==> src/hdl/dtiam_pkg.sv <==
package dtiam_pkg;

	localparam int LAMBDA_BITS = 16;
	localparam int FRAC_BITS   = 16;
	localparam int FIELD_W     = 16;
	localparam int MEAS_W      = 20;
	localparam int ANISO_W     = 17;

	// eigenvalue sum
	localparam int S_W   = LAMBDA_BITS + 2;
	// squares of eigenvalues and of their differences
	localparam int PW    = 2 * LAMBDA_BITS;
	// sum of three squares
	localparam int DSW   = 2 * LAMBDA_BITS + 2;
	// quotient bits of every divider, also the radicand width of the roots
	localparam int QW    = 2 * FRAC_BITS + 2;
	// divisor width, holds s*s
	localparam int DW    = 2 * S_W;
	// dividend width
	localparam int NW    = QW + DW;
	// root width
	localparam int SQ_W  = FRAC_BITS + 1;

	localparam int ADDR_W = 3;
	localparam logic [ADDR_W-1:0] REG_FA_ENABLE = 3'd0;
	localparam logic [ADDR_W-1:0] REG_RA_ENABLE = 3'd4;

	typedef struct packed {
		logic neg_l;
		logic neg_p;
		logic order_err;
		logic zero;
	} side_t;

	typedef struct packed {
		logic [NW-1:0] num_l;
		logic [NW-1:0] num_p;
		logic [NW-1:0] num_s;
		logic [NW-1:0] num_x;
		logic [DW-1:0] den_r;
		logic [DW-1:0] den_fa;
		logic [DW-1:0] den_ra;
		side_t         side;
	} front_t;

	typedef struct packed {
		logic fa_en;
		logic ra_en;
	} cfg_t;

endpackage

==> src/hdl/dtiam_sqrt.sv <==
module dtiam_sqrt (
	input  logic                       clk,
	input  logic                       adv,
	input  logic [dtiam_pkg::QW-1:0]   rad,
	output logic [dtiam_pkg::SQ_W-1:0] root
);
	import dtiam_pkg::*;

	localparam int RW = SQ_W + 2;

	// two radicand bits and one root bit per stage
	logic [RW-1:0]   rem_s  [SQ_W];
	logic [SQ_W-1:0] root_s [SQ_W];
	logic [QW-1:0]   rad_s  [SQ_W];

	for (genvar k = 0; k < SQ_W; k++) begin : g_step
		logic [RW-1:0]   rem_in;
		logic [SQ_W-1:0] root_in;
		logic [QW-1:0]   rad_in;
		logic [RW+1:0]   t, trial, diff;
		logic            ge;

		if (k == 0) begin : g_first
			assign rem_in  = '0;
			assign root_in = '0;
			assign rad_in  = rad;
		end else begin : g_next
			assign rem_in  = rem_s[k-1];
			assign root_in = root_s[k-1];
			assign rad_in  = rad_s[k-1];
		end

		assign t     = {rem_in, rad_in[QW-1:QW-2]};
		assign trial = (RW+2)'({root_in, 2'b01});
		assign diff  = t - trial;
		assign ge    = t >= trial;

		always_ff @(posedge clk) begin
			if (adv) begin
				rem_s[k]  <= ge ? diff[RW-1:0] : t[RW-1:0];
				root_s[k] <= {root_in[SQ_W-2:0], ge};
				rad_s[k]  <= {rad_in[QW-3:0], 2'b00};
			end
		end
	end

	assign root = root_s[SQ_W-1];
endmodule
==> config.mk <==
export PLATFORM = sky130hd
export DESIGN_NAME = dtiam_sqrt
export DESIGN_NICKNAME = d
export VERILOG_FILES = /design/src/hdl/dtiam_pkg.sv /design/src/hdl/dtiam_sqrt.sv
export SDC_FILE = /design/constraint.sdc
export NUM_CORES = 1
export LEC_CHECK = 0
export BUFFER_PORTS_ARGS = -buffer_cell sky130_fd_sc_hd__buf_2
export CAP_MARGIN = 5
export CORE_AREA = 2 2 221 386
export CTS_BUF_LIST = sky130_fd_sc_hd__clkbuf_16
export DETAILED_ROUTE_END_ITERATION = 7
export DIE_AREA = 0 0 223 388
export GPL_TIMING_DRIVEN = 0
export SETUP_SLACK_MARGIN = 0.15
export SYNTH_ARGS = -nofsm -noshare
export SYNTH_HDL_FRONTEND = slang
export SYNTH_SLANG_ARGS = --single-unit
==> constraint.sdc <==
create_clock -name clk -period 3.8 [get_ports clk]
set_clock_uncertainty 0.15 [all_clocks]
set_input_delay 0.19 -clock clk [delete_from_list [all_inputs] [get_ports clk]]
set_output_delay 0.19 -clock clk [all_outputs]
set_load 0.05 [all_outputs]
# Word-level counts from Yosys, hierarchy flattened
# Memory sizes are Yosys's and may differ from the RTL's.
# Cells that the tools add are included.
[op_classes] add_sub_neg=17 n_lt_le_gt_ge=17 mux=19
[op_table] operator="$ge A21 B19 Y1" n=16
[op_table] operator="$mux W19" n=17
[op_table] operator="$sub A19 B19 Y19" n=16
[op_table] operator="$sub A2 B1 Y3 const B" n=1
[op_table] operator="$ge A2 B1 Y1 const B" n=1
[op_table] operator="$mux W1" n=2
[word_totals] regBits=0 mem_bits_rw=1156 in_bits=36 output_inout_bits=17 wordCells=56 mem_count=3
[mem_list] name="rad_s" words=17 word_bits=32 read_ports=16 rd_clocked_by_memory_dff=0 write_ports=17 line_no="dtiam_sqrt.sv:14" source="logic [QW-1:0] rad_s [SQ_W];"
[mem_list] name="rem_s" words=17 word_bits=19 read_ports=16 rd_clocked_by_memory_dff=0 write_ports=17 line_no="dtiam_sqrt.sv:12" source="logic [RW-1:0] rem_s [SQ_W];"
[mem_list] name="root_s" words=17 word_bits=17 read_ports=17 rd_clocked_by_memory_dff=0 write_ports=17 line_no="dtiam_sqrt.sv:13" source="logic [SQ_W-1:0] root_s [SQ_W];"

# Longest topological paths before layout
# An unclocked memory read counts as a cell.
[logic_depth] word_depth=3 ltp_mapped=11 depth_no_buf=11

# Worst setup path after synthesis
# OpenSTA, ideal clock, no wires.
[synth_timing] path_type="reg2reg" start="memory rem_s[0][252] (netlist name)" end="memory rem_s[0][275] (netlist name) (data pin)" setup_time_ns=0.260 arrival_time_ns=2.483 t_required_ns=3.390 slack_ns=0.907 path_stages_with_launch=11 n_path_buf=2 period_less_slack_ns=2.893 cell_sequence="edfxtp_1 ha_1 buf_2 o211ai_1 a211oi_1 nand3_1 a21oi_1 nor2_1 inv_2 buf_2 mux2_2"
[synth_lines] item="start, declared" line_no="dtiam_sqrt.sv:12"

==> impl_metrics.ini <==
[power]
clkPwrFrac = 0.343
combinationalPowerShare = 0.160
power_frac_seq = 0.497
p_per_area_mw_per_mm2 = 539
switchingPower_mw = 5.43
switching_share = 0.268
peakVddDrop_v = 0.000463
p_int_mw = 14.9
leakagePower_nw = 14.4

[run]
cap_violations = 0

[clock_network]
htree_levels = 3
clk_path_buf_depth = 3
clk_latency_ns = 0.67
cts_buffers = 69
clock-sinks = 707
root_buffer = clkbuf_16
cts_tree = yes
path_clk_slew_ns = 0.07

[critical_path]
r2r-start = rem_s[0][198]$_DFFE_PP_
r2r_slack_ns = 0.24
required_ns = 4.03
cp.arrival_ns = 3.79
reg2reg_depth = 9
criticalPathCategory = register to register
worstSetupEndpointType = register
critPathMaxFanout = 10
critPathLaunchType = register
crit_path_start = rem_s[0][198]$_DFFE_PP_
crit_path_end = rem_s[0][224]$_DFFE_PP_
r2r_end = rem_s[0][224]$_DFFE_PP_

[logic_synthesis]
synth_cells = 2522
synth-seq-area-share = 0.640
ys_types = 83
syn_nets = 2729
synth_edf_count = 707
ys_warn_count = 0
synth_ff_type = edfxtp_1
synth-seq-cells = 707
avgSynthCellArea_um2 = 13.2
netlist_area_mm2 = 0.0332
async_reset_ff_frac = 0

[worst_hold_path]
holdCritStartpoint = rad[8]
hp-class = input port to register

[timing]
worst_pin_slew_ns = 1.06
finalCriticalPeriod_ns = 3.56
hold_violations = 0
min_period_over_period = 0.937
timing.final.ws_setup_ns = 0.238
setup_violations = 0
max_slew_margin = 0.284
rsz0062_at_grt = false
slew_viol_final = 0
fmax_mhz = 281

[global_routing]
grt_pass1_wl_um = 112000
grt_max_degree = 132
grt_remaining_overflow = 0
grt_pass1_vias = 21300
grt_util_all_layers = 0.170
antenna_found_initial = 0

[floorplan]
rows = 140
core_area_mm2 = 0.0832
die_w_um = 223
io_pins = 53
start_util = 0.399
die_h_um = 388
dieArea_mm2 = 0.0865

[route]
drt-initial-drc-count = 1138
dr.pass1.iters = 6
wl_per_cell_um = 19.2
vias = 20400
remaining_drc_errors = 0
via_per_inst = 5.35
wl_um = 73300
antenna_left = 0

[cells_and_area]
layout_common_cells = 707 x edfxtp_1, 224 x inv_1, 175 x nor2_1
areaGrowthSynthToFinish_pct = 13.6
final_common_cell = edfxtp_1
drive_gt1_frac = 0.0933
design_area_mm2 = 0.0377
finalNetCount = 2899

[place]
post-place-ws_ns = -0.666
gp_congestion = 0.954
placed_area_mm2 = 0.0349
io_buffers = 52
place_hpwl_um = 54400

[status]
status = finished, final reports clean
-- cells in the mapped netlist (8+ instances only) --
cell	instances	area (um2)
o21ai_0	102	510
a211oi_1	24	180
mux2_2	41	462
and2_1	8	50.1
o21a_1	36	270
a21o_1	38	285
nand4_1	22	138
nand3b_1	17	128
clkbuf_1	23	86.3
and3_1	13	81.3
nand3_1	43	215
o31a_1	8	70.1
a31oi_1	17	106
nor2_1	176	661
a21oi_1	142	711
edfxtp_1	707	21200
ha_1	171	2140
a211o_1	8	70.1
buf_2	8	40.0
or3_1	40	250
nand2_1	116	435
o211ai_1	10	75.1
nor3_1	62	310
mux2i_1	9	90.1
or4_1	21	158
xor2_1	101	885
o31ai_1	16	120
xnor2_1	101	885
nor2b_1	21	131
a31o_2	8	70.1
nor4_1	36	225
inv_1	214	803
nand2b_1	30	188
-- layer usage --
layer,track usage,up-vias,routed length (um)
met5,0,-,0
met4,0.128,0,5830
met3,0.0232,264,1980
met2,0.369,465,44800
met1,0.123,9857,20700
li1,-,9791,-
-- worst min-delay path by stage --
stage                                  end  slack, ns  depth (start not counted)
finish               rad_s[0][8]$_DFFE_PP_       0.08                          2
global route        rad_s[0][31]$_DFFE_PP_       0.05                          2
CTS                 rad_s[0][31]$_DFFE_PP_       0.02                          2
detailed placement   rad_s[0][0]$_DFFE_PP_       0.22                          1
global placement    rad_s[0][11]$_DFFE_PP_       0.22                          1
floorplan            rad_s[0][0]$_DFFE_PP_       0.14                          0
-- kinds of logic after synthesis --
kind of cell,synth area share
multiplexers,0.0166
other,0.000113
AO/OA/AOI/OAI,0.0965
buffers and inverters,0.0292
XOR/XNOR,0.0533
flip-flops,0.640
adder cells (fa/ha/maj),0.0645
AND/OR/NAND/NOR,0.0998
-- worst max-delay path, cell delays in order, from the launching register on --
cell	delay, ns
edfxtp_1	0.46
ha_1	0.31
clkbuf_1	0.32
and3_1	0.28
nand3_1	0.11
nand3b_1	0.23
nand3b_1	0.14
clkbuf_1	0.54
nand4b_1	0.20
xnor2_1	0.56
-- repair_timing --
item | 4_1_cts | 5_1_grt
setup buffers | 0 | 5
endpoints found under the setup margin | 31 | 28
gates cloned | 0 | 0
hold endpoints to repair | 78 | 0
resized for setup | 15 | 10
pin swaps | 0 | 1
hold buffers | 36 | 0
-- area by class of cell --
cell class	count	area, um2
antenna	2	5.00
buffer	36	163
clock buffer	69	1730
clock inverter	53	552
fill	7345	45500
inverter	217	815
multi-input combinational	1562	11000
sequential	707	21200
tap	1065	1330
timing repair buffer	99	833
-- flip-flops by register name, summed over array words and instances, names as in the netlist --
| register | count |
|---|---|
| root_s | 153 |
| rem_s | 282 |
| rad_s | 272 |
-- through the flow --
step	utilization	TNS, ns	std cells	hold WS (ns)	total power [mW]
2_1_floorplan	-	0	2522	0.139	12.3
3_3_place_gp	0.418	-5811.24	3639	0.217	13.5
3_5_place_dp	0.420	-7.08	3645	0.218	13.5
4_1_cts	0.452	0	3803	0.0231	20.5
5_1_grt	0.453	0	3808	0.0508	21.2
6_report	0.453	0	3810	0.0756	20.3
-- power groups by stage --
stage / sequential (mW) / combinational [mW] / clock [mW]
global route: 10.2 / 3.59 / 7.42
floorplan: 10.1 / 2.22 / 0
global placement: 10.4 / 3.11 / 0
detailed placement: 10.3 / 3.19 / 0
finish: 10.1 / 3.25 / 6.95
CTS: 10.1 / 3.26 / 7.16
Note: power is estimated with default switching activity, not from simulation.
