### src/hdl/dtiam_pkg.sv
package dtiam_pkg;

	localparam int LAMBDA_BITS = 16;
	localparam int FRAC_BITS   = 16;
	localparam int FIELD_W     = 16;
	localparam int MEAS_W      = 20;
	localparam int ANISO_W     = 17;

	// eigenvalue sum
	localparam int S_W   = LAMBDA_BITS + 2;
	// squares of eigenvalues and of their differences
	localparam int PW    = 2 * LAMBDA_BITS;
	// sum of three squares
	localparam int DSW   = 2 * LAMBDA_BITS + 2;
	// quotient bits of every divider, also the radicand width of the roots
	localparam int QW    = 2 * FRAC_BITS + 2;
	// divisor width, holds s*s
	localparam int DW    = 2 * S_W;
	// dividend width
	localparam int NW    = QW + DW;
	// root width
	localparam int SQ_W  = FRAC_BITS + 1;

	localparam int ADDR_W = 3;
	localparam logic [ADDR_W-1:0] REG_FA_ENABLE = 3'd0;
	localparam logic [ADDR_W-1:0] REG_RA_ENABLE = 3'd4;

	typedef struct packed {
		logic neg_l;
		logic neg_p;
		logic order_err;
		logic zero;
	} side_t;

	typedef struct packed {
		logic [NW-1:0] num_l;
		logic [NW-1:0] num_p;
		logic [NW-1:0] num_s;
		logic [NW-1:0] num_x;
		logic [DW-1:0] den_r;
		logic [DW-1:0] den_fa;
		logic [DW-1:0] den_ra;
		side_t         side;
	} front_t;

	typedef struct packed {
		logic fa_en;
		logic ra_en;
	} cfg_t;

endpackage

### src/hdl/dtiam_cfg.sv
module dtiam_cfg (
	input  logic                         clk,
	input  logic                         arst_n,
	input  logic                         psel,
	input  logic                         penable,
	input  logic                         pwrite,
	input  logic [dtiam_pkg::ADDR_W-1:0] paddr,
	input  logic [31:0]                  pwdata,
	output logic [31:0]                  prdata,
	output logic                         pready,
	output dtiam_pkg::cfg_t              cfg
);
	import dtiam_pkg::*;

	logic fa_en_q;
	logic ra_en_q;
	logic wr;

	assign pready = 1'b1;
	assign wr     = psel && penable && pwrite;

	always_ff @(posedge clk or negedge arst_n) begin
		if (!arst_n) begin
			fa_en_q <= 1'b1;
			ra_en_q <= 1'b1;
		end else if (wr) begin
			case (paddr)
				REG_FA_ENABLE: fa_en_q <= pwdata[0];
				REG_RA_ENABLE: ra_en_q <= pwdata[0];
				default: ;
			endcase
		end
	end

	always_comb begin
		case (paddr)
			REG_FA_ENABLE: prdata = {31'd0, fa_en_q};
			REG_RA_ENABLE: prdata = {31'd0, ra_en_q};
			default:       prdata = 32'd0;
		endcase
	end

	assign cfg.fa_en = fa_en_q;
	assign cfg.ra_en = ra_en_q;
endmodule

### config.mk
export PLATFORM = sky130hd
export DESIGN_NAME = dtiam_cfg
export DESIGN_NICKNAME = d
export VERILOG_FILES = /design/src/hdl/dtiam_pkg.sv /design/src/hdl/dtiam_cfg.sv
export SDC_FILE = /design/constraint.sdc
export NUM_CORES = 1
export LEC_CHECK = 0
export ABC_CLOCK_PERIOD_IN_PS = 3000
export BUFFER_PORTS_ARGS = -buffer_cell sky130_fd_sc_hd__buf_2
export CAP_MARGIN = 30
export CELL_PAD_IN_SITES_DETAIL_PLACEMENT = 0
export CELL_PAD_IN_SITES_GLOBAL_PLACEMENT = 1
export CORE_MARGIN = 4
export CORE_UTILIZATION = 15
export DETAILED_ROUTE_END_ITERATION = 12
export PLACE_DENSITY = 0.83
export SYNTH_ARGS = -nofsm -noshare
export SYNTH_HDL_FRONTEND = slang
export SYNTH_SLANG_ARGS = --single-unit
### constraint.sdc
create_clock -name clk -period 3 [get_ports clk]
set_clock_uncertainty 0.15 [all_clocks]
set_input_delay 0.6 -clock clk [delete_from_list [all_inputs] [get_ports clk]]
set_output_delay 0.6 -clock clk [all_outputs]
set_load 0.01 [all_outputs]
== After elaboration in Yosys (flattened, before gate mapping) ==
Index checks and enable logic that the tools add are counted.
Word-level totals
  register bits after elaboration: 2
  input bits: 40
  logic and storage cells: 9
Cells by class
  eq/ne operators: 1
  mux-type cells: 1
  reductions and logical operators: 5
Operators by type and width (count)
  AND reduction 2 bit: 2
  equality test 3 bit (second input constant): 1
  logical NOT 3 bit: 1
  logical AND 1 bit: 2
  case mux 1 bit (2 select lines): 1

== Longest topological paths before layout ==
  word-level depth: 3
  mapped depth: 3
  gate-level depth less buffers: 3

== Least setup slack after synthesis ==
No wires, ideal clock.
  kind: in2out
  start: in paddr[2] (netlist name)
  end: out prdata[0]
  arrival time: 0.960 ns
  data required time: 2.250 ns
  setup slack: 1.290 ns
  stages: 2
  buffers on the path: 0
  path through: mux2i_1 > nor3_1
On the way
  cells in the longest elaborated chain, start to end: 2
RTL lines
  from (decl): RTL line dtiam_cfg.sv:7  | input logic [dtiam_pkg::ADDR_W-1:0] paddr,
  equality test 3 bit / logical NOT 3 bit (equally long branches): RTL line dtiam_cfg.sv:36  | case (paddr)
  case mux 1 bit (2 select lines) (*): RTL line dtiam_cfg.sv:36
  to (decl): RTL line dtiam_cfg.sv:9  | output logic [31:0] prdata,
Every way passes the cells marked *; elsewhere a longest branch is shown, timed or not.

== Worst setup path in the final report ==
Ends and elaborated chain as after synthesis.

==> flow_summary.html <==
<table>
<tr><th>Metric</th><th>Value</th></tr>
<tr><th colspan="2">Run status</th></tr>
<tr><td>Status</td><td>completed</td></tr>
<tr><th colspan="2">Yosys</th></tr>
<tr><td>Number of synthesized register bits</td><td>2</td></tr>
<tr><td>Number of warning messages in the yosys log</td><td>0</td></tr>
<tr><td>Cell taking the most area after synthesis</td><td>sky130_fd_sc_hd__buf_4</td></tr>
<tr><td>Synthesized area divided by synthesized cell count</td><td>~8.7 um^2</td></tr>
<tr><td>Synth area leaders</td><td>sky130_fd_sc_hd__buf_4 (65%), sky130_fd_sc_hd__dfstp_2 (13%), sky130_fd_sc_hd__mux2_1 (5.8%), sky130_fd_sc_hd__nor4b_2 (3.8%), sky130_fd_sc_hd__nor4_2 (3.2%)</td></tr>
<tr><td>Distinct cells, synth</td><td>9</td></tr>
<tr><td>Post-Synthesis Cell Area</td><td>390 um^2</td></tr>
<tr><td>Sequential share of the synthesized area</td><td>roughly 13%</td></tr>
<tr><td>Synth top area share</td><td>65.4%</td></tr>
<tr><td>Gate Count Post-Synth</td><td>45</td></tr>
<tr><th colspan="2">GRT</th></tr>
<tr><td>Total global routing overflow</td><td>0</td></tr>
<tr><td>Gr usage total</td><td>about 3.3%</td></tr>
<tr><td>Wire length of the first global-routing pass</td><td>759 um</td></tr>
<tr><td>Vias in the first global route</td><td>between 150 and 200</td></tr>
<tr><td>Largest net degree at the start of global routing</td><td>4</td></tr>
<tr><td>Initial antenna violation count</td><td>0</td></tr>
<tr><th colspan="2">Route</th></tr>
<tr><td>Routed length per placed instance</td><td>between 7 and 8 um</td></tr>
<tr><td>Wire length after detailed routing</td><td>around 600 um</td></tr>
<tr><td>Vias after detailed routing</td><td>~210</td></tr>
<tr><td>Vias per inst</td><td>2.48</td></tr>
<tr><td>DRC errors left</td><td>0</td></tr>
<tr><td>Router iterations before antenna repair</td><td>2</td></tr>
<tr><td>DR iter-0 viols</td><td>2</td></tr>
<tr><td>Routed Antenna Nets</td><td>0</td></tr>
<tr><th colspan="2">Placement</th></tr>
<tr><td>Global placement routability congestion</td><td>just under 0.7</td></tr>
<tr><td>Dpl hpwl</td><td>about 550 um</td></tr>
<tr><td>Placed cell count</td><td>a little over 80</td></tr>
<tr><td>Buffers added on ports</td><td>11</td></tr>
<tr><th colspan="2">Final layout</th></tr>
<tr><td>Share of final-layout standard cells stronger than drive strength 1</td><td>between 30% and 40%</td></tr>
<tr><td>Count of nets after finishing</td><td>a little under 100</td></tr>
<tr><td>Number of diodes</td><td>0</td></tr>
<tr><td>Filler instances</td><td>roughly 300</td></tr>
<tr><td>Layout Cells excl Fill</td><td>between 80 and 90</td></tr>
<tr><td>Area delta synth-&gt;final</td><td>-7.05%</td></tr>
<tr><th colspan="2">Clock tree</th></tr>
<tr><td>Root Buffer</td><td>sky130_fd_sc_hd__clkbuf_4</td></tr>
<tr><td>Clock-pin slew reported for the worst setup and hold paths after clock tree synthesis</td><td>0.03 ns</td></tr>
<tr><td>Clock latency at the later pin of the worst-skew pair</td><td>approximately 0.22 ns</td></tr>
<tr><td>Maximum level of the CTS H-tree</td><td>1</td></tr>
<tr><td>Clock buffers created by TritonCTS</td><td>3</td></tr>
<tr><td>Number of buffers on the longest clock path</td><td>2</td></tr>
<tr><td>CTS Hold Buffers Added</td><td>0</td></tr>
<tr><td>Setup fix buffers added after clock tree synthesis</td><td>0</td></tr>
<tr><td>Post-CTS sizing</td><td>0</td></tr>
<tr><td>CTS sink cnt</td><td>2</td></tr>
<tr><td>Clock tree from TritonCTS</td><td>yes</td></tr>
<tr><th colspan="2">Critical path</th></tr>
<tr><td>Crit. End Element</td><td>output port</td></tr>
<tr><td>Endpoint arrival time on the critical path</td><td>~1.1 ns</td></tr>
<tr><td>Critical-path cell with the highest stage delay</td><td>sky130_fd_sc_hd__buf_2</td></tr>
<tr><td>Max Fanout on Critical Path</td><td>3</td></tr>
<tr><td>Max stage delay on crit path</td><td>0.15 ns</td></tr>
<tr><td>Critical path start-end classification</td><td>primary input to output port</td></tr>
<tr><td>Critical path, cell by cell</td><td>buf_2, mux2i_1, nor3_1, buf_2</td></tr>
<tr><td>Cell family with the largest share of critical-path delay</td><td>buffers and inverters</td></tr>
<tr><td>Critical path required time</td><td>~2.3 ns</td></tr>
<tr><td>Startpoint type of the worst setup path</td><td>primary input</td></tr>
<tr><td>Library cell appearing most often on the critical path</td><td>sky130_fd_sc_hd__buf_2</td></tr>
<tr><td>Crit path buf inv count</td><td>2</td></tr>
<tr><th colspan="2">Power and ir drop</th></tr>
<tr><td>Clock network power share</td><td>41.5%</td></tr>
<tr><td>Part of the power in registers</td><td>approximately 27%</td></tr>
<tr><td>Gate power share</td><td>31.1%</td></tr>
<tr><td>Largest voltage drop on the vdd net</td><td>approximately 230 uV</td></tr>
<tr><td>PD cells</td><td>roughly 400 nW/um^2</td></tr>
<tr><td>Switching power</td><td>around 50 uW</td></tr>
<tr><td>Leak Pwr</td><td>just over 0.2 nW</td></tr>
<tr><td>Int Pwr</td><td>~93 uW</td></tr>
<tr><td>Switching portion of total power</td><td>a little over a third</td></tr>
<tr><th colspan="2">STA</th></tr>
<tr><td>Setup TNS</td><td>0 ns</td></tr>
<tr><td>Number of pins exceeding their max-slew limit in the final report</td><td>0</td></tr>
<tr><td>Shortest period the worst path allows</td><td>1.85 ns</td></tr>
<tr><td>Period utilisation layout</td><td>61.8%</td></tr>
<tr><td>Setup repair after global routing missed its margin</td><td>false</td></tr>
<tr><td>Setup Viol. Count Final</td><td>0</td></tr>
<tr><td>Max Clock Freq</td><td>539 MHz</td></tr>
<tr><td>Hold Fails Final Rpt</td><td>0</td></tr>
<tr><th colspan="2">Die</th></tr>
<tr><td>Placeable core region</td><td>2480 um^2</td></tr>
<tr><td>Die footprint</td><td>3480 um^2</td></tr>
<tr><td>Die outline height</td><td>~59 um</td></tr>
<tr><td>Row cnt</td><td>18</td></tr>
<tr><td>Starting utilization of the core area</td><td>between 10% and 20%</td></tr>
<tr><td>Number of ports placed on the die boundary</td><td>between 70 and 80</td></tr>
<tr><td>DIE WIDTH</td><td>~60 um</td></tr>
<tr><th colspan="2">Run</th></tr>
<tr><td>Max_cap viols</td><td>0</td></tr>
<tr><th colspan="2">Worst hold path</th></tr>
<tr><td>Hold/Removal Path Class</td><td>primary input to asynchronous set/reset pin</td></tr>
</table>
-- power by group through the flow --
stage                     combinational (mW)  sequential [mW]  clock [mW]
after floorplan                       0.0666           0.0391           0
after global placement                0.0432           0.0399           0
after detailed placement              0.0442           0.0399           0
after CTS                             0.0443           0.0396      0.0641
after global routing                  0.0498           0.0411      0.0673
final                                 0.0447           0.0395      0.0597
-- cell type report --
class / count / area, um^2 / share of cell area [%]
clock buffer: 3 / 22.5 / 6.21
multi-input combinational: 39 / 195 / 53.8
sequential: 2 / 52.6 / 14.5
tap: 30 / 37.5 / 10.3
timing repair buffer: 11 / 55.1 / 15.2
-- Yosys cell counts (all sizes together) --
library cell and instances:
nor3 1, mux2i 1, dfstp 2, conb 2
nand3 1, buf 34, nor4 1, nor4b 1
mux2 2
-- layout by cell type, fill, tap and decap left out, drive strengths merged --
cell type   n
nor3        1
mux2        2
nand3       1
dfstp       2
nor4b       1
clkbuf      3
conb       32
buf        11
nor4        1
mux2i       1
-- routing by layer --
metal | part of all wire, % | GRT usage [%]
met1 | 22 | 2.11
met2 | 58 | 5.84
met3 | 20 | 1.09
met4 | 0 | 4.85
met5 | 0 | 0
-- kinds of logic (layout without fill, tap and decap cells) --
kind of cell           Yosys count  count (layout)  share of synthesized area (%)
and+or+nand+nor                  4               4                           10.9
DFF                              2               2                           13.5
buffers and inverters           34              14                           65.4
muxes                            3               3                           8.33
other                            2              32                           1.92
-- worst paths after layout --
path	from	end	slack (ns)	depth (start not counted)
setup / recovery	paddr[2]	prdata[0]	1.15	4
hold / removal	arst_n	ra_en_q	0.16	1
min in group clk	pwdata[0]	ra_en_q	0.47	2
setup reg to reg	ra_en_q	ra_en_q	2.14	1
max in group asynchronous	arst_n	fa_en_q	2.51	1
hold reg to reg	fa_en_q	fa_en_q	0.50	1
-- per-stage QoR --
step / area [um^2] / total power [mW] / utilization, % / hold slack [ns] / setup WS (ns)
after floorplan: 503 / 0.106 / - / 0.302 / 1.29
after global placement: 340 / 0.0831 / 13.7 / 0.399 / 1.14
final: 363 / 0.144 / 14.6 / 0.165 / 1.15
after detailed placement: 340 / 0.0841 / 13.7 / 0.399 / 1.15
after CTS: 363 / 0.148 / 14.6 / 0.155 / 1.14
after global routing: 363 / 0.158 / 14.6 / 0.155 / 1.05
-- flip-flops by register name, summed over array words and instances, names as in the netlist --
signal / count
fa_en_q: 1
ra_en_q: 1
Power figures use the tool's default switching activity.
