## src/hdl/dtiam_pkg.sv

```systemverilog
package dtiam_pkg;

	localparam int LAMBDA_BITS = 16;
	localparam int FRAC_BITS   = 16;
	localparam int FIELD_W     = 16;
	localparam int MEAS_W      = 20;
	localparam int ANISO_W     = 17;

	// eigenvalue sum
	localparam int S_W   = LAMBDA_BITS + 2;
	// squares of eigenvalues and of their differences
	localparam int PW    = 2 * LAMBDA_BITS;
	// sum of three squares
	localparam int DSW   = 2 * LAMBDA_BITS + 2;
	// quotient bits of every divider, also the radicand width of the roots
	localparam int QW    = 2 * FRAC_BITS + 2;
	// divisor width, holds s*s
	localparam int DW    = 2 * S_W;
	// dividend width
	localparam int NW    = QW + DW;
	// root width
	localparam int SQ_W  = FRAC_BITS + 1;

	localparam int ADDR_W = 3;
	localparam logic [ADDR_W-1:0] REG_FA_ENABLE = 3'd0;
	localparam logic [ADDR_W-1:0] REG_RA_ENABLE = 3'd4;

	typedef struct packed {
		logic neg_l;
		logic neg_p;
		logic order_err;
		logic zero;
	} side_t;

	typedef struct packed {
		logic [NW-1:0] num_l;
		logic [NW-1:0] num_p;
		logic [NW-1:0] num_s;
		logic [NW-1:0] num_x;
		logic [DW-1:0] den_r;
		logic [DW-1:0] den_fa;
		logic [DW-1:0] den_ra;
		side_t         side;
	} front_t;

	typedef struct packed {
		logic fa_en;
		logic ra_en;
	} cfg_t;

endpackage

```

## src/hdl/dtiam_front.sv

```systemverilog
module dtiam_front (
	input  logic                          clk,
	input  logic                          adv,
	input  logic [dtiam_pkg::FIELD_W-1:0] lambda_largest,
	input  logic [dtiam_pkg::FIELD_W-1:0] lambda_middle,
	input  logic [dtiam_pkg::FIELD_W-1:0] lambda_smallest,
	output dtiam_pkg::front_t             fr
);
	import dtiam_pkg::*;

	logic [LAMBDA_BITS-1:0] a, b, c;
	logic [S_W-1:0]         s;

	logic [LAMBDA_BITS-1:0] a_s1, b_s1, c_s1, dab_s1, dbc_s1, dca_s1;
	logic [S_W-1:0]         s_s1;
	side_t                  side_s1;

	logic [PW-1:0]  sq_ab_s2, sq_bc_s2, sq_ca_s2, sq_a_s2, sq_b_s2, sq_c_s2;
	logic [DW-1:0]  s2_s2, den_r_s2;
	logic [NW-1:0]  num_l_s2, num_p_s2, num_s_s2;
	side_t          side_s2;

	logic [DSW-1:0] dsum;

	function automatic logic [LAMBDA_BITS-1:0] absdiff(input logic [LAMBDA_BITS-1:0] x,
		input logic [LAMBDA_BITS-1:0] y);
		return (x >= y) ? x - y : y - x;
	endfunction

	assign a = lambda_largest[LAMBDA_BITS-1:0];
	assign b = lambda_middle[LAMBDA_BITS-1:0];
	assign c = lambda_smallest[LAMBDA_BITS-1:0];
	assign s = S_W'(a) + S_W'(b) + S_W'(c);

	always_ff @(posedge clk) begin
		if (adv) begin
			a_s1   <= a;
			b_s1   <= b;
			c_s1   <= c;
			dab_s1 <= absdiff(a, b);
			dbc_s1 <= absdiff(b, c);
			dca_s1 <= absdiff(c, a);
			s_s1   <= s;
			side_s1.neg_l     <= a < b;
			side_s1.neg_p     <= b < c;
			side_s1.order_err <= !(a >= b && b >= c);
			side_s1.zero      <= s == '0;
		end
	end

	always_ff @(posedge clk) begin
		if (adv) begin
			sq_ab_s2 <= PW'(dab_s1) * PW'(dab_s1);
			sq_bc_s2 <= PW'(dbc_s1) * PW'(dbc_s1);
			sq_ca_s2 <= PW'(dca_s1) * PW'(dca_s1);
			sq_a_s2  <= PW'(a_s1) * PW'(a_s1);
			sq_b_s2  <= PW'(b_s1) * PW'(b_s1);
			sq_c_s2  <= PW'(c_s1) * PW'(c_s1);
			s2_s2    <= DW'(s_s1) * DW'(s_s1);
			den_r_s2 <= DW'(s_s1);
			num_l_s2 <= NW'(S_W'(dab_s1)) << FRAC_BITS;
			num_p_s2 <= NW'(S_W'(dbc_s1) << 1) << FRAC_BITS;
			num_s_s2 <= NW'((S_W'(c_s1) << 1) + S_W'(c_s1)) << FRAC_BITS;
			side_s2  <= side_s1;
		end
	end

	assign dsum = DSW'(sq_ab_s2) + DSW'(sq_bc_s2) + DSW'(sq_ca_s2);

	always_ff @(posedge clk) begin
		if (adv) begin
			fr.num_l  <= num_l_s2;
			fr.num_p  <= num_p_s2;
			fr.num_s  <= num_s_s2;
			fr.num_x  <= NW'(dsum) << (2 * FRAC_BITS);
			fr.den_r  <= den_r_s2;
			fr.den_fa <= (DW'(sq_a_s2) + DW'(sq_b_s2) + DW'(sq_c_s2)) << 1;
			fr.den_ra <= s2_s2;
			fr.side   <= side_s2;
		end
	end
endmodule

```

## config.mk

```make
export PLATFORM = sky130hd
export DESIGN_NAME = dtiam_front
export DESIGN_NICKNAME = d
export VERILOG_FILES = /design/src/hdl/dtiam_pkg.sv /design/src/hdl/dtiam_front.sv
export SDC_FILE = /design/constraint.sdc
export NUM_CORES = 2
export LEC_CHECK = 0
export BUFFER_PORTS_ARGS = -buffer_cell sky130_fd_sc_hd__buf_2
export CAP_MARGIN = 20
export CORE_AREA = 2 2 432 391
export CTS_CLUSTER_DIAMETER = 50
export CTS_CLUSTER_SIZE = 16
export DETAILED_ROUTE_END_ITERATION = 10
export DIE_AREA = 0 0 434 393
export PLACE_DENSITY = 0.66
export SLEW_MARGIN = 25
export SYNTH_ARGS = -nofsm -noshare
export SYNTH_HDL_FRONTEND = slang
export SYNTH_SLANG_ARGS = --single-unit
```

## constraint.sdc

```tcl
create_clock -name clk -period 14.4 [get_ports clk]
set_clock_uncertainty 0.2 [all_clocks]
set_input_delay 2.88 -clock clk [delete_from_list [all_inputs] [get_ports clk]]
set_output_delay 2.88 -clock clk [all_outputs]
set_load 0.1 [all_outputs]
```

### After elaboration in Yosys (flattened, before gate mapping)

Cells that the tools add are included.

* register bits: 667
* output and inout port bits: 392
* logic and storage cells: 68

* add/subtract/negate cells: 13
* $mul: 7
* magnitude comparators: 5
* mux-type cells: 3
* reduce and logical (&&, ||, !) cells: 3

Operators by type and width (count)
* multiplier 16 x 16 -> 32 bit: 6
* subtractor 16 bit: 6
* adder 33 x 32 -> 34 bit: 2
* adder 32 x 32 -> 33 bit: 2
* greater-or-equal comparator 16 bit: 3
* 2-to-1 mux 16 bit: 3
* adder 17 x 16 -> 18 bit: 2
* multiplier 18 x 18 -> 36 bit: 1
* < comparator 16 bit: 2
* logical NOT 18 bit: 1
* adder 16 x 16 -> 17 bit: 1
* logical AND 1 bit: 1
* logical NOT 1 bit: 1

### Longest topological paths before layout

* word-level depth: 3
* depth in mapped cells: 26

### Worst setup path before layout

Ideal clock, no wire load.

* path kind: input-to-reg
* start point: input lambda_largest[1] in the netlist's numbering
* end point: register side_s1[0] in the netlist's numbering, data pin
* setup time: 0.170 ns
* arrival time: 6.232 ns
* data required time: 14.030 ns
* setup slack: 7.799 ns
* stages: 11
* buffers on the path: 0
* cell sequence: fa_1 ha_1 inv_1 fa_1 inv_2 or3_1 or4_1 or4_1 or3_1 or4_1 nor4_2

* longest elaborated chain between the ends: 3

RTL lines
* from (decl): RTL line dtiam_front.sv:4 `input logic [dtiam_pkg::FIELD_W-1:0] lambda_largest,`
* adder 16 x 16 -> 17 bit: RTL line dtiam_front.sv:33 `assign s = S_W'(a) + S_W'(b) + S_W'(c);`
* adder 17 x 16 -> 18 bit: RTL line dtiam_front.sv:33
* via s[2]: RTL line dtiam_front.sv:12 `logic [S_W-1:0] s;`
* logical NOT 18 bit: RTL line dtiam_front.sv:47 `side_s1.zero <= s == '0;`
* to (decl): RTL line dtiam_front.sv:16 `side_t side_s1;`

The timed path passes the listed nets, and every way through them passes these cells.
A chain may end at the register's enable or synchronous reset.

### Worst setup path in the final report

* start point: register s_s1[9]
* end point: register s2_s2[33], data pin

* longest elaborated chain between the ends: 1

RTL lines
* from (decl): RTL line dtiam_front.sv:15 `logic [S_W-1:0] s_s1;`
* from (signal assigned): RTL line dtiam_front.sv:43 `s_s1 <= s;`
* multiplier 18 x 18 -> 36 bit: RTL line dtiam_front.sv:59 `s2_s2 <= DW'(s_s1) * DW'(s_s1);`
* to (signal assigned): RTL line dtiam_front.sv:59
* to (decl): RTL line dtiam_front.sv:19 `logic [DW-1:0] s2_s2, den_r_s2;`

No other way between the ends.

==> flow_metrics.py <==
metrics = {
    "status": {
        "status": "finished clean",
    },
    "routing": {
        "detail_route.drc_violations": 0,
        "detail_route.wl_per_cell_um": 19.00,
        "via_count": 53920,
        "drt_pass1_iterations": 7,
        "postRouteAntennaNets": 0,
        "first_iter_violations": 3183,
        "postRouteWirelength_um": 196800,
        "viasPerCell": 5.205,
    },
    "global_routing": {
        "wire_length_of_the_first_global_routing_pass_um": 316800,
        "antenna_found_initial": 26,
        "gr-usage-all-layers_pct": 23.95,
        "grt_start_max_net_pins": 146,
        "gr-total-overflow": 0,
        "first_global_vias": 58040,
    },
    "min_path": {
        "whs_path_depth": 0,
        "timing.hold.worst.start": "den_r_s2[1]",
        "worstHoldPathType": "register to register",
        "hold-path-endpoint": "fr[77]",
    },
    "timing": {
        "fmax_ghz": 0.1365,
        "setup_tns_ns": 0,
        "worst_hold_slack_ns": 0.2082,
        "timing.final.hold_violations": 0,
        "slew-limit-headroom_pct": 20.43,
        "tightest_slew_ns": 1.194,
        "report.final.slew_viol_count": 0,
        "fin_crit_sh_pct": 50.88,
        "setup_violations": 0,
        "layout_min_cycle_time_ns": 7.327,
        "grt_setup_unrepaired": "false",
    },
    "critical_path": {
        "critPathKind": "register to register",
        "critPathCaptureType": "register",
        "timing.rr.end": "s2_s2[33]",
        "timing.critical_path.required_ns": 14.67,
        "critPathArrivalTime_ns": 7.60,
        "regToRegSetupSlack_ns": 7.07,
        "crit-reg2reg-launch": "s_s1[9]",
        "worstRegToRegCells": 22,
        "crit_path_start_kind": "register",
        "crit_path_start": "s_s1[9]",
        "critical_path.max_fanout": 19,
    },
    "synth": {
        "synth.yosys.seq_area_share_pct": 21.53,
        "syn-mean-instance-area_um2": 10.27,
        "synth_enable_flop_cells": 581,
        "count_of_unique_library_cells_instantiated_by_yosys": 81,
        "yosysWarningCount": 0,
        "dominantRegCellSynth": "sky130_fd_sc_hd__edfxtp_1",
        "asyncSetResetFlopFracSynth_pct": 0,
        "synth-seq-cells": 581,
        "mappedNetlistArea_um2": 81030,
        "postSynthCellCount": 7893,
    },
    "floorplan": {
        "die_area_um2": 170600,
        "num_rows": 142,
        "die_w_um": 434,
        "io-pin-count": 442,
        "core_region_area_um2": 165900,
        "die_y_um": 393,
        "initial_utilization_pct": 48.83,
    },
    "clocking": {
        "clkTransAtPathRegs_ns": 0.06,
        "cts.sink_count": 581,
        "hold_buffers": 0,
        "clock_tree.buffer_depth": 3,
        "htree_levels": 3,
        "clk_root_buffer_cell": "sky130_fd_sc_hd__clkbuf_16",
        "tritoncts": "done",
        "post-cts-setup-buffers": 0,
        "ctsResizeCount": 0,
        "number_of_buffers_added_by_the_clock_tree_synthesis_step": 83,
        "clock_latency_ns": 0.73,
    },
    "finish": {
        "flow.area_growth_from_synthesis_pct": 7.036,
        "finish.utilization_pct": 52.27,
        "nFillCells": 14860,
        "multi_input_comb_area_um2": 55530,
        "design_area_um2": 86730,
        "register_area_um2": 17450,
        "fraction_of_layout_cells_with_a_size_suffix_above_1_pct": 5.316,
        "finish.net_count": 10280,
    },
    "place": {
        "dpl.hpwl_um": 162000,
        "globalplace.congestion": 0.9385,
        "port-buffer-count": 224,
        "placed_area_um2": 83590,
    },
    "job": {
        "cap_viol_max_count": 0,
    },
}
-- placed cells by master, fill, tap and decap left out, types with 223 or more instances in the layout --
cell type / Yosys / routed
sky130_fd_sc_hd__inv_1: 1757 / 1757
sky130_fd_sc_hd__fa_1: 1292 / 1292
sky130_fd_sc_hd__ha_1: 899 / 899
sky130_fd_sc_hd__nand2_1: 614 / 614
sky130_fd_sc_hd__edfxtp_1: 581 / 581
sky130_fd_sc_hd__a21oi_1: 323 / 323
sky130_fd_sc_hd__and2_1: 316 / 316
sky130_fd_sc_hd__xnor2_1: 269 / 269
sky130_fd_sc_hd__nor2_1: 246 / 246
sky130_fd_sc_hd__conb_1: 1 / 223
sky130_fd_sc_hd__buf_2: 3 / 223
-- cell usage after synthesis, types with 9 or more instances --
master / instances / area [um^2]
sky130_fd_sc_hd__inv_1: 1757 / 6595
sky130_fd_sc_hd__fa_1: 1292 / 25860
sky130_fd_sc_hd__ha_1: 899 / 11250
sky130_fd_sc_hd__nand2_1: 614 / 2305
sky130_fd_sc_hd__edfxtp_1: 581 / 17450
sky130_fd_sc_hd__a21oi_1: 323 / 1617
sky130_fd_sc_hd__and2_1: 316 / 1977
sky130_fd_sc_hd__xnor2_1: 269 / 2356
sky130_fd_sc_hd__nor2_1: 246 / 923.4
sky130_fd_sc_hd__buf_4: 218 / 1637
sky130_fd_sc_hd__a21o_1: 186 / 1396
sky130_fd_sc_hd__clkbuf_1: 170 / 638.1
sky130_fd_sc_hd__o21ai_0: 108 / 540.5
sky130_fd_sc_hd__xor2_1: 97 / 849.6
sky130_fd_sc_hd__nor2b_1: 71 / 444.2
sky130_fd_sc_hd__nand3_1: 69 / 345.3
sky130_fd_sc_hd__o21ai_1: 62 / 310.3
sky130_fd_sc_hd__nor3_1: 51 / 255.2
sky130_fd_sc_hd__o21bai_1: 50 / 375.4
sky130_fd_sc_hd__nand2b_1: 43 / 269.0
sky130_fd_sc_hd__o21a_1: 40 / 300.3
sky130_fd_sc_hd__a31oi_1: 36 / 225.2
sky130_fd_sc_hd__a211oi_1: 33 / 247.7
sky130_fd_sc_hd__nand4_1: 32 / 200.2
sky130_fd_sc_hd__and3_1: 31 / 193.9
sky130_fd_sc_hd__mux2i_1: 26 / 260.3
sky130_fd_sc_hd__or2_2: 26 / 162.7
sky130_fd_sc_hd__o211ai_1: 24 / 180.2
sky130_fd_sc_hd__or3_1: 16 / 100.1
sky130_fd_sc_hd__o31ai_1: 14 / 105.1
sky130_fd_sc_hd__a221oi_1: 11 / 96.34
sky130_fd_sc_hd__a21boi_0: 10 / 75.07
sky130_fd_sc_hd__a41oi_1: 10 / 87.58
sky130_fd_sc_hd__nor4_1: 9 / 56.30
-- metal layers --
layer	vias up	routed length (um)	track usage, %
met5	-	13	0
met4	2	8408	10.01
met3	334	8931	2.828
met2	1391	98400	40.97
met1	27250	81040	30.83
li1	24940	-	-
-- registers in the layout, summed over array words and instances (netlist names), 18 cells and up --
register  flops
fr          174
sq_b_s2      31
s2_s2        35
sq_c_s2      31
s_s1         18
sq_a_s2      31
sq_bc_s2     31
sq_ab_s2     31
sq_ca_s2     31
-- cell families after synthesis --
group / share of synthesized area, %
buf+inv: 10.98
other cells: 0.004628
xor+xnor: 4.010
fa+ha+maj: 45.80
simple gates: 9.299
flops: 21.53
compound gates: 7.930
mux: 0.4462
-- worst max path at each step --
stage,end,cells past startpoint,slack [ns]
6_report,s2_s2[33],22,7.07
4_1_cts,sq_ca_s2[31],23,7.12
3_5_place_dp,s2_s2[33],22,7.17
5_1_grt,sq_ca_s2[31],23,6.49
2_1_floorplan,side_s1[0],11,7.80
3_3_place_gp,s2_s2[33],22,7.20
-- worst max-delay path, cell delays in order (launching register included) --
cell and delay, ns:
sky130_fd_sc_hd__edfxtp_1 0.85, sky130_fd_sc_hd__nand2_1 0.25, sky130_fd_sc_hd__fa_1 0.56, sky130_fd_sc_hd__inv_1 0.06
sky130_fd_sc_hd__fa_1 0.53, sky130_fd_sc_hd__inv_1 0.05, sky130_fd_sc_hd__fa_1 0.48, sky130_fd_sc_hd__fa_1 0.54
sky130_fd_sc_hd__inv_1 0.05, sky130_fd_sc_hd__fa_1 0.47, sky130_fd_sc_hd__inv_1 0.05, sky130_fd_sc_hd__fa_1 0.47
sky130_fd_sc_hd__inv_1 0.04, sky130_fd_sc_hd__ha_1 0.32, sky130_fd_sc_hd__o21ai_1 0.10, sky130_fd_sc_hd__nor2_1 0.06
sky130_fd_sc_hd__o21a_1 0.18, sky130_fd_sc_hd__a21oi_1 0.40, sky130_fd_sc_hd__nor3_1 0.16, sky130_fd_sc_hd__o41ai_1 0.79
sky130_fd_sc_hd__o2111ai_1 0.17, sky130_fd_sc_hd__a21oi_1 0.22, sky130_fd_sc_hd__xnor2_1 0.08
-- final cells by class --
cell class / count / area share, %
Antenna cell: 19 / 0.05482
Clock buffer: 86 / 2.432
Clock inverter: 65 / 1.125
Inverter: 1758 / 7.608
Multi-Input combinational cell: 5383 / 64.02
Sequential cell: 581 / 20.12
Tap cell: 2232 / 3.220
Timing Repair Buffer: 235 / 1.422
-- per-stage QoR --
step                      std cells  setup WS [ns]
after global routing          10360          6.492
after global placement        10190          7.202
after detailed placement      10190          7.166
final                         10360          7.073
after CTS                     10340          7.120
after floorplan                8115          7.799
Power is not shown: default switching activity piles up to over one toggle a cycle in this logic, so the estimate is an artifact.
